## src/hdl/asp_pkg.sv

```systemverilog
// Shared types and constants for the alarm safety supervisor.
package asp_pkg;

  localparam int unsigned CodeW      = 16;
  localparam int unsigned PumpW      = 4;
  localparam int unsigned PinchW     = 3;
  localparam int unsigned PumpCntW   = 7;
  localparam int unsigned PinchCntW  = 5;
  localparam int unsigned NumTemp    = 6;
  localparam int unsigned InDataW    = 32;
  localparam int unsigned OutDataW   = 8;
  localparam int unsigned ApbAddrW   = 5;
  localparam int unsigned ApbDataW   = 32;

  localparam logic [PumpCntW-1:0]  PumpCheckTicks  = 7'd65;
  localparam logic [PinchCntW-1:0] PinchCheckTicks = 5'd20;

  // one-hot pinch position codes
  localparam logic [PinchW-1:0] PinchClosed = 3'h1;
  localparam logic [PinchW-1:0] PinchLeft   = 3'h2;
  localparam logic [PinchW-1:0] PinchRight  = 3'h4;

  typedef enum logic [2:0] {
    RegNoError = 3'd0,
    RegTempA   = 3'd1,
    RegTempB   = 3'd2,
    RegTempC   = 3'd3,
    RegTempD   = 3'd4,
    RegTempE   = 3'd5,
    RegTempF   = 3'd6
  } reg_idx_e;

  // input beat, lowest field in the lowest bits
  typedef struct packed {
    logic [PinchW-1:0] venous_pinch_pos;
    logic [PinchW-1:0] arterial_pinch_pos;
    logic [PinchW-1:0] lower_pinch_pos;
    logic [PumpW-1:0]  pump_moving;
    logic [CodeW-1:0]  alarm_code;
  } tick_t;

  // result beat, lowest field in the lowest bits
  typedef struct packed {
    logic hunting;
    logic unrecoverable;
    logic enable_organ_checks;
    logic disable_organ_checks;
    logic hw_failure_alarm;
    logic switch_off_actuators;
    logic enable_actuators;
  } result_t;

endpackage

```

## src/hdl/alarm_safety_supervisor.sv

```systemverilog
// Alarm safety supervisor: per-tick actuator supervision with APB configuration.
//
// One tick beat in, one result beat out. A tick is evaluated in the cycle it is
// accepted and its result lands in the output register on the same edge, so the
// block takes one tick per cycle while results are consumed. The output register
// frees itself in the cycle it is taken, so s_axis_tready_o stays high as long
// as the result is consumed. Codes, countdowns and the fatal latch are all held
// in flip-flops; configuration should be written only while no tick is in flight.
// After an unrecoverable failure the block keeps answering ticks with
// unrecoverable set and all pulses low, until reset.
module alarm_safety_supervisor (
  input  logic                           clk_i,
  input  logic                           rst_ni,
  // tick beats
  input  logic                           s_axis_tvalid_i,
  output logic                           s_axis_tready_o,
  // [15:0] alarm_code, [19:16] pump_moving, [22:20] lower_pinch_pos,
  // [25:23] arterial_pinch_pos, [28:26] venous_pinch_pos, [31:29] zero
  input  logic [asp_pkg::InDataW-1:0]    s_axis_tdata_i,
  // result beats
  output logic                           m_axis_tvalid_o,
  input  logic                           m_axis_tready_i,
  // [0] enable_actuators, [1] switch_off_actuators, [2] hw_failure_alarm,
  // [3] disable_organ_checks, [4] enable_organ_checks, [5] unrecoverable,
  // [6] hunting, [7] zero
  output logic [asp_pkg::OutDataW-1:0]   m_axis_tdata_o,
  // configuration
  input  logic                           psel_i,
  input  logic                           penable_i,
  input  logic                           pwrite_i,
  input  logic [asp_pkg::ApbAddrW-1:0]   paddr_i,
  input  logic [asp_pkg::ApbDataW-1:0]   pwdata_i,
  output logic [asp_pkg::ApbDataW-1:0]   prdata_o,
  output logic                           pready_o
);

  // configuration registers
  logic [asp_pkg::CodeW-1:0] no_error_q;
  logic [asp_pkg::CodeW-1:0] temp_code_q [asp_pkg::NumTemp];

  // supervision state
  logic [asp_pkg::PumpCntW-1:0]  pump_cnt_q, pump_cnt_d;
  logic [asp_pkg::PinchCntW-1:0] pinch_cnt_q, pinch_cnt_d;
  logic                          hunting_q, hunting_d;
  logic                          fatal_q, fatal_d;
  logic [asp_pkg::CodeW-1:0]     prev_code_q, prev_code_d;

  // output register
  logic              out_valid_q;
  asp_pkg::result_t  res_q, res_d;

  asp_pkg::tick_t    tick;
  asp_pkg::reg_idx_e reg_idx;
  logic              in_fire;
  logic              cfg_wr;

  assign tick     = asp_pkg::tick_t'(s_axis_tdata_i[$bits(asp_pkg::tick_t)-1:0]);
  assign reg_idx  = asp_pkg::reg_idx_e'(paddr_i[asp_pkg::ApbAddrW-1:2]);
  assign pready_o = 1'b1;
  assign cfg_wr   = psel_i && penable_i && pwrite_i;

  assign s_axis_tready_o = !out_valid_q || m_axis_tready_i;
  assign in_fire         = s_axis_tvalid_i && s_axis_tready_o;
  assign m_axis_tvalid_o = out_valid_q;
  assign m_axis_tdata_o  = {1'b0, res_q};

  // ---------------------------------------------------------------------------
  // configuration port
  always_ff @(posedge clk_i or negedge rst_ni) begin
    if (!rst_ni) begin
      no_error_q <= '0;
      for (int k = 0; k < asp_pkg::NumTemp; k++) begin
        temp_code_q[k] <= '1;
      end
    end else if (cfg_wr) begin
      unique case (reg_idx)
        asp_pkg::RegNoError: no_error_q     <= pwdata_i[asp_pkg::CodeW-1:0];
        asp_pkg::RegTempA:   temp_code_q[0] <= pwdata_i[asp_pkg::CodeW-1:0];
        asp_pkg::RegTempB:   temp_code_q[1] <= pwdata_i[asp_pkg::CodeW-1:0];
        asp_pkg::RegTempC:   temp_code_q[2] <= pwdata_i[asp_pkg::CodeW-1:0];
        asp_pkg::RegTempD:   temp_code_q[3] <= pwdata_i[asp_pkg::CodeW-1:0];
        asp_pkg::RegTempE:   temp_code_q[4] <= pwdata_i[asp_pkg::CodeW-1:0];
        asp_pkg::RegTempF:   temp_code_q[5] <= pwdata_i[asp_pkg::CodeW-1:0];
        default: ;
      endcase
    end
  end

  always_comb begin
    prdata_o = '0;
    unique case (reg_idx)
      asp_pkg::RegNoError: prdata_o[asp_pkg::CodeW-1:0] = no_error_q;
      asp_pkg::RegTempA:   prdata_o[asp_pkg::CodeW-1:0] = temp_code_q[0];
      asp_pkg::RegTempB:   prdata_o[asp_pkg::CodeW-1:0] = temp_code_q[1];
      asp_pkg::RegTempC:   prdata_o[asp_pkg::CodeW-1:0] = temp_code_q[2];
      asp_pkg::RegTempD:   prdata_o[asp_pkg::CodeW-1:0] = temp_code_q[3];
      asp_pkg::RegTempE:   prdata_o[asp_pkg::CodeW-1:0] = temp_code_q[4];
      asp_pkg::RegTempF:   prdata_o[asp_pkg::CodeW-1:0] = temp_code_q[5];
      default: ;
    endcase
  end

  // ---------------------------------------------------------------------------
  // tick evaluation
  logic                          code_is_temp, prev_is_temp;
  logic                          pinches_safe;
  logic                          changed, to_no_error;
  logic [asp_pkg::PumpCntW-1:0]  pump_ld;
  logic [asp_pkg::PinchCntW-1:0] pinch_ld;
  logic                          hunt_ld;
  logic                          pump_fail, pinch_fail, pinch_ok;

  always_comb begin
    code_is_temp = 1'b0;
    prev_is_temp = 1'b0;
    for (int k = 0; k < asp_pkg::NumTemp; k++) begin
      code_is_temp = code_is_temp || (temp_code_q[k] == tick.alarm_code);
      prev_is_temp = prev_is_temp || (temp_code_q[k] == prev_code_q);
    end
  end

  assign pinches_safe =
      (tick.lower_pinch_pos == asp_pkg::PinchClosed ||
       tick.lower_pinch_pos == asp_pkg::PinchLeft) &&
      (tick.arterial_pinch_pos == asp_pkg::PinchClosed ||
       tick.arterial_pinch_pos == asp_pkg::PinchRight) &&
      (tick.venous_pinch_pos == asp_pkg::PinchClosed ||
       tick.venous_pinch_pos == asp_pkg::PinchRight);

  assign changed     = tick.alarm_code != prev_code_q;
  assign to_no_error = changed && (tick.alarm_code == no_error_q);

  always_comb begin
    // code change: clear on no-error, then load on temperature alarm
    pump_ld  = to_no_error ? '0 : pump_cnt_q;
    pinch_ld = to_no_error ? '0 : pinch_cnt_q;
    hunt_ld  = to_no_error || hunting_q;
    if (changed && code_is_temp) begin
      pump_ld  = asp_pkg::PumpCheckTicks;
      pinch_ld = asp_pkg::PinchCheckTicks;
    end

    pump_cnt_d  = (pump_ld != '0) ? pump_ld - 1'b1 : pump_ld;
    pinch_cnt_d = (pinch_ld != '0) ? pinch_ld - 1'b1 : pinch_ld;

    // a check fires on the tick its countdown reaches zero
    pump_fail  = (pump_ld == asp_pkg::PumpCntW'(1)) && (tick.pump_moving != '0);
    pinch_fail = (pinch_ld == asp_pkg::PinchCntW'(1)) && !pinches_safe;
    pinch_ok   = (pinch_ld == asp_pkg::PinchCntW'(1)) && pinches_safe;

    hunting_d   = hunt_ld && pinches_safe;
    fatal_d     = pump_fail || pinch_fail;
    prev_code_d = tick.alarm_code;

    res_d.enable_actuators     = to_no_error && !prev_is_temp;
    res_d.switch_off_actuators = fatal_d;
    res_d.hw_failure_alarm     = fatal_d;
    res_d.disable_organ_checks = pinch_ok;
    res_d.enable_organ_checks  = hunt_ld && !pinches_safe;
    res_d.unrecoverable        = fatal_d;
    res_d.hunting              = hunting_d;

    if (fatal_q) begin
      res_d               = '0;
      res_d.unrecoverable = 1'b1;
      res_d.hunting       = hunting_q;
    end
  end

  always_ff @(posedge clk_i or negedge rst_ni) begin
    if (!rst_ni) begin
      pump_cnt_q  <= '0;
      pinch_cnt_q <= '0;
      hunting_q   <= 1'b0;
      fatal_q     <= 1'b0;
      prev_code_q <= '0;
    end else if (in_fire && !fatal_q) begin
      pump_cnt_q  <= pump_cnt_d;
      pinch_cnt_q <= pinch_cnt_d;
      hunting_q   <= hunting_d;
      fatal_q     <= fatal_d;
      prev_code_q <= prev_code_d;
    end
  end

  always_ff @(posedge clk_i or negedge rst_ni) begin
    if (!rst_ni) begin
      out_valid_q <= 1'b0;
    end else if (in_fire) begin
      out_valid_q <= 1'b1;
    end else if (m_axis_tready_i) begin
      out_valid_q <= 1'b0;
    end
  end

  always_ff @(posedge clk_i) begin
    if (in_fire) begin
      res_q <= res_d;
    end
  end

  // ---------------------------------------------------------------------------
  // assertions
  a_fatal_sticky: assert property (@(posedge clk_i) disable iff (!rst_ni)
    fatal_q |=> fatal_q)
    else $error("fatal latch cleared without reset");

  a_latched_result: assert property (@(posedge clk_i) disable iff (!rst_ni)
    (in_fire && fatal_q) |=> (out_valid_q && res_q.unrecoverable &&
      !res_q.enable_actuators && !res_q.switch_off_actuators &&
      !res_q.hw_failure_alarm && !res_q.disable_organ_checks &&
      !res_q.enable_organ_checks))
    else $error("latched tick produced a pulse");

  a_failure_pair: assert property (@(posedge clk_i) disable iff (!rst_ni)
    out_valid_q |-> (res_q.switch_off_actuators == res_q.hw_failure_alarm))
    else $error("switch-off and hw-failure pulses differ");

  a_hunt_exit: assert property (@(posedge clk_i) disable iff (!rst_ni)
    (out_valid_q && res_q.enable_organ_checks) |-> !res_q.hunting)
    else $error("organ checks enabled while still hunting");

  a_ready_only_stalled: assert property (@(posedge clk_i) disable iff (!rst_ni)
    !s_axis_tready_o |-> (out_valid_q && !m_axis_tready_i))
    else $error("input stalled without output backpressure");

endmodule
```

## config.mk

```make
export PLATFORM = sky130hd
export DESIGN_NAME = alarm_safety_supervisor
export DESIGN_NICKNAME = d
export VERILOG_FILES = /design/src/hdl/asp_pkg.sv /design/src/hdl/alarm_safety_supervisor.sv
export SDC_FILE = /design/constraint.sdc
export NUM_CORES = 1
export LEC_CHECK = 0
export ABC_AREA = 1
export BUFFER_PORTS_ARGS = -buffer_cell sky130_fd_sc_hd__buf_4
export CORE_MARGIN = 10
export CORE_UTILIZATION = 60
export DETAILED_ROUTE_END_ITERATION = 16
export PLACE_DENSITY_LB_ADDON = 0.25
export RECOVER_POWER = 50
export SYNTH_ARGS = -nofsm -noshare
export SYNTH_HDL_FRONTEND = slang
export SYNTH_SLANG_ARGS = --single-unit
```

## constraint.sdc

```tcl
create_clock -name clk_i -period 3.5 [get_ports clk_i]
set_input_delay 0.525 -clock clk_i [delete_from_list [all_inputs] [get_ports clk_i]]
set_output_delay 0.525 -clock clk_i [all_outputs]
set_load 0.01 [all_outputs]
```

# Word-level counts from Yosys, hierarchy flattened
# Index checks and enable logic that the tools add are counted.
[totals]
wordCells = 105
output_inout_bits = 43
ff_bits = 149
input_bits = 76
[classes]
n_addsub = 2
n_reduce_logical = 46
mux = 10
eq_ne = 28
[ops]
columns = ["cell", "count"]
rows = [
  ["16-bit == test", 13],
  ["16-bit case mux with 7 select lines", 1],
  ["7-bit two-way mux", 4],
  ["1-bit logical OR", 16],
  ["16-bit != test", 1],
  ["3-bit == test, second input constant", 5],
  ["5-bit two-way mux", 3],
  ["1-bit logical AND", 14],
  ["2-bit AND reduction", 7],
  ["3-bit by 1-bit == test with 1-bit output, second input constant", 4],
  ["3-bit by 2-bit == test with 1-bit output, second input constant", 3],
  ["7-bit by 1-bit == test with 1-bit output, second input constant", 1],
  ["7-bit nonzero test", 1],
  ["7-bit by 1-bit subtractor with 7-bit output, second input constant", 1],
  ["5-bit by 1-bit == test with 1-bit output, second input constant", 1],
  ["5-bit nonzero test", 1],
  ["5-bit by 1-bit subtractor with 5-bit output, second input constant", 1],
  ["1-bit logical NOT", 4],
  ["4-bit nonzero test", 1],
  ["3-bit logical NOT", 1],
  ["1-bit two-way mux", 2],
  ["2-bit nonzero test", 1],
]

# Longest topological paths before layout
[depth]
depth_word = 12
depth_mapped = 23
ltp_nobuf = 21

# Worst setup path after synthesis
# OpenSTA, ideal clock, no wires.
[synth_timing]
path_kind = "input -> register"
from = "in s_axis_tdata_i[1] (netlist name)"
to = "reg res_q (netlist bit m_axis_tdata_o[5]), data pin"
arrival_time_ns = 2.271
required_time_ns = 3.247
path_slack_ns = 0.976
setup_time_ns = 0.253
stages = 20
path_buffers = 3
cell_sequence = "buf_4 inv_4 or2_0 nand4_1 nor2_1 nand2_1 nor2_1 nor2_1 nand2_1 nand2_2 buf_12 buf_12 nand2_1 ha_1 o41a_1 a21boi_1 nand3_1 nand2_1 inv_2 nand2_1"
[synth_between]
elab_chain_len = 11
word_cells_on_any_way = 24
classes_between = "10 x eq/ne; 4 x mux; 10 x reduce/logical"
[synth_lines]
columns = ["item", "line", "rtl"]
rows = [
  ["from (decl)", "alarm_safety_supervisor.sv:19", "input logic [asp_pkg::InDataW-1:0] s_axis_tdata_i,"],
  ["16-bit == test", "alarm_safety_supervisor.sv:117", "code_is_temp = code_is_temp || (temp_code_q[k] == tick.alarm_code);"],
  ["1-bit logical OR (5 in series)", "alarm_safety_supervisor.sv:117", ""],
  ["1-bit logical AND", "alarm_safety_supervisor.sv:138", "if (changed && code_is_temp) begin"],
  ["7-bit two-way mux or 5-bit two-way mux (tied branches)", "alarm_safety_supervisor.sv:138", ""],
  ["7-bit by 1-bit == test with 1-bit output or 5-bit by 1-bit == test with 1-bit output (tied branches)", "alarm_safety_supervisor.sv:147, alarm_safety_supervisor.sv:148", ""],
  ["1-bit logical AND, on equally long branches", "alarm_safety_supervisor.sv:147, alarm_safety_supervisor.sv:148", ""],
  ["1-bit logical OR (*)", "alarm_safety_supervisor.sv:152", "fatal_d = pump_fail || pinch_fail;"],
  ["to (signal assigned)", "alarm_safety_supervisor.sv:198", "res_q <= res_d;"],
  ["to (decl)", "alarm_safety_supervisor.sv:50", "asp_pkg::result_t res_q, res_d;"],
]
# Every way passes the cells marked *; elsewhere a longest branch is shown, timed or not.
# A chain may end at the register's enable or synchronous reset.

# Worst setup path after layout
[layout_timing]
from = "in paddr_i[2] (netlist name)"
to = "out prdata_o[6] (netlist name)"
[layout_between]
elab_chain_len = 2
word_cells_on_any_way = 8
classes_between = "6 x eq/ne; 1 x mux; 1 x reduce/logical"
[layout_lines]
columns = ["item", "line", "rtl"]
rows = [
  ["from (decl)", "alarm_safety_supervisor.sv:31", "input logic [asp_pkg::ApbAddrW-1:0] paddr_i,"],
  ["3-bit == test, or another cell as far along", "alarm_safety_supervisor.sv:91", "unique case (reg_idx)"],
  ["16-bit case mux with 7 select lines (*)", "alarm_safety_supervisor.sv:91", ""],
  ["to (decl)", "alarm_safety_supervisor.sv:33", "output logic [asp_pkg::ApbDataW-1:0] prdata_o,"],
]
# Marks and branches as above.

==> results.json <==
{
  "grt_pass1_vias": 9518,
  "num_antenna_cells": 0,
  "dr.pass1.iters": 6,
  "hold_viol_final": 0,
  "dp_slack_ps": 491.6,
  "coreArea_sq_mm": 0.01670,
  "nets": 1587,
  "async_flop_share_pct": 95.97,
  "worstPathRequired_ps": 2970,
  "path_max_fanout": 17,
  "hold_path.class": "in2reg",
  "synth_edf_count": 6,
  "dpl.hpwl_um": 26600,
  "nFillCells": 1444,
  "grt_first_pass_wirelength_um": 54530,
  "cts-root-buf": "clkbuf_16",
  "path_clk_slew_ps": 70,
  "vias": 10180,
  "clk_path_buf_depth": 2,
  "synth-seq-cells": 149,
  "worstSetupPathType": "in2out",
  "rsz0062_at_grt": "no",
  "clock-sinks": 149,
  "cts_setup_buffers": 0,
  "drt_iter0_markers": 1303,
  "gp_congestion": 1.016,
  "worstSetupEndpointType": "output port",
  "grt_max_degree": 86,
  "final_cell_mix": "nand2_1 (510), inv_1 (157), o21ai_0 (137)",
  "ys_seq_area_share_pct": 37.61,
  "synth_flop_cell": "dfstp_2",
  "drc_errors": 0,
  "ctsHoldBuffers": 0,
  "timing.final.crit_share_pct": 92.74,
  "syn_area_sq_mm": 0.01031,
  "ctsHtreeMaxLevel": 4,
  "placed_cells": 1708,
  "antenna_found_initial": 0,
  "fin_cells": 1740,
  "die_w_um": 151.1,
  "critPathLaunchType": "input pin",
  "drv_slew": 86,
  "cts_resized": 0,
  "pwr_density_cell_mw_per_mm2": 525.0,
  "cts_buffers": 17,
  "period_needed_ps": 3246,
  "maxCapViolations": 1,
  "drive_above_1_share_pct": 17.96,
  "die_h_um": 151.1,
  "grt_use_total_pct": 31.41,
  "vdd.ir_drop.worst_mv": 0.3664,
  "finalClockSkew_ps": 8.629,
  "die_area_sq_mm": 0.02283,
  "setup_tns_ps": 0,
  "fmax_ghz": 0.3081,
  "grt_remaining_overflow": 0,
  "failed_checks": "capacitance limit, slew limit",
  "io-pin-count": 119,
  "outcome": "finished with violations",
  "post_synth.cell_area_avg_sq_um": 7.107,
  "synthCells": 1451,
  "ys_warn_count": 0,
  "fin_ws_ps": 253.9,
  "arrival_ps": 2720,
  "layout_commonest_cell": "nand2_1",
  "postRouteAntennaNets": 0,
  "rows": 47,
  "slew_headroom_pct": -49.39,
  "wirelength_um": 35790,
  "timing.hold.ws_ps": 335.6,
  "port_buffers": 79,
  "clock_latency_ps": 440,
  "wl_per_cell_um": 20.57,
  "power.leakage_nw": 5.416,
  "vias_per_cell": 5.851,
  "worst_slew_pin_slew_ps": 2241,
  "setup_viol": 0,
  "areaGrowthSynthToFinish_pct": 10.91,
  "initial_core_util_pct": 61.75,
  "synth_cell_type_count": 46,
  "cts_tree": "yes"
}
==> synth_stat cells (2+ instances only) <==
| master | instances | area share [%] |
|---|---|---|
| inv_4 | 11 | 0.67 |
| nand2_2 | 2 | 0.12 |
| ha_1 | 4 | 0.49 |
| buf_12 | 2 | 0.39 |
| or2_0 | 2 | 0.12 |
| o21ai_1 | 2 | 0.097 |
| nor2_4 | 3 | 0.33 |
| nand3_2 | 3 | 0.29 |
| a211oi_1 | 5 | 0.36 |
| nand4_1 | 28 | 1.7 |
| o211ai_1 | 6 | 0.44 |
| buf_6 | 8 | 0.87 |
| buf_4 | 39 | 2.8 |
| nor2_1 | 101 | 3.7 |
| xnor2_1 | 12 | 1.0 |
| o2111ai_1 | 3 | 0.25 |
| dfstp_2 | 96 | 24 |
| nor3_1 | 7 | 0.34 |
| nor4_1 | 13 | 0.79 |
| o22ai_1 | 40 | 2.4 |
| inv_2 | 8 | 0.29 |
| conb_1 | 2 | 0.073 |
| a21oi_1 | 17 | 0.83 |
| inv_1 | 157 | 5.7 |
| nor2_2 | 5 | 0.30 |
| xor2_1 | 76 | 6.5 |
| nand2_1 | 510 | 19 |
| o221ai_1 | 5 | 0.42 |
| nand2_4 | 4 | 0.44 |
| clkbuf_1 | 28 | 1.0 |
| a21oi_2 | 2 | 0.17 |
| a221oi_1 | 24 | 2.0 |
| nand3_1 | 18 | 0.87 |
| dfrtp_1 | 47 | 11 |
| o21ai_0 | 137 | 6.6 |
| edfxtp_1 | 6 | 1.7 |
| buf_2 | 8 | 0.39 |
| o21ai_2 | 2 | 0.17 |
==> worst paths after layout <==
path | end | from | depth (start not counted) | slack, ps
worst max-delay path | prdata_o[6] | paddr_i[2] | 8 | 250
worst min-delay path | no_error_q[15] | pwdata_i[15] | 3 | 340
worst max register to register | m_axis_tdata_o[5] | prev_code_q[10] | 16 | 570
worst min register to register | pump_cnt_q[2] | pump_cnt_q[2] | 2 | 480
max in group asynchronous | prev_code_q[11] | rst_ni | 2 | 1010
min in group asynchronous | m_axis_tvalid_o | rst_ni | 1 | 750
==> registers in the layout, indices dropped and copies added (netlist names), 5 cells and up <==
signal / count
no_error_q: 16
pump_cnt_q: 7
m_axis_tdata_o: 6
temp_code_q: 96
pinch_cnt_q: 5
prev_code_q: 16
==> power by group <==
part	total [mW]	switching (mW)	internal, mW
Combinational	1.54	0.978	0.567
Clock	1.85	0.805	1.04
Sequential	2.61	0.396	2.21
==> cell type report <==
type	instances	area, sq um	area share (%)
clock buffer	20	466.7	4.081
multi-input combinational	1056	5244	45.85
clock inverter	12	117.6	1.028
tap	220	275.3	2.407
inverter	177	691.9	6.050
timing repair buffer	106	763.2	6.673
sequential	149	3879	33.91
==> through the flow <==
step / cell area [sq um] / power, mW / utilization [%]
after floorplan: 10370 / 3.511 / -
after global placement: 10890 / 4.076 / 65.22
after detailed placement: 10890 / 4.111 / 65.22
after CTS: 11480 / 5.953 / 68.71
after global routing: 11440 / 6.265 / 68.48
final: 11440 / 6.005 / 68.48
==> cells by family after synthesis <==
family,count (synthesis),share of synthesized area [%]
AND/OR/NAND/NOR,698,27.83
buffers and inverters,262,12.22
AO/OA/AOI/OAI,248,14.30
flip-flops,149,37.61
XOR/XNOR,88,7.474
adder cells (fa/ha/maj),4,0.4853
other,2,0.07283
==> critical path, stage by stage <==
cell and delay (ps):
clkbuf_1 150, inv_1 100, nand3_1 80, clkbuf_1 940, o22ai_1 190, a221oi_1 270, o2111ai_1 250, buf_4 220
==> layer usage <==
metal / up-vias / routed length, um / track usage, %
met5: - / 0 / 0
met4: 0 / 1778 / 15.54
met3: 123 / 3592 / 7.249
met2: 639 / 15910 / 47.83
met1: 4698 / 14510 / 41.21
li1: 4721 / - / -
Power figures use the tool's default switching activity.
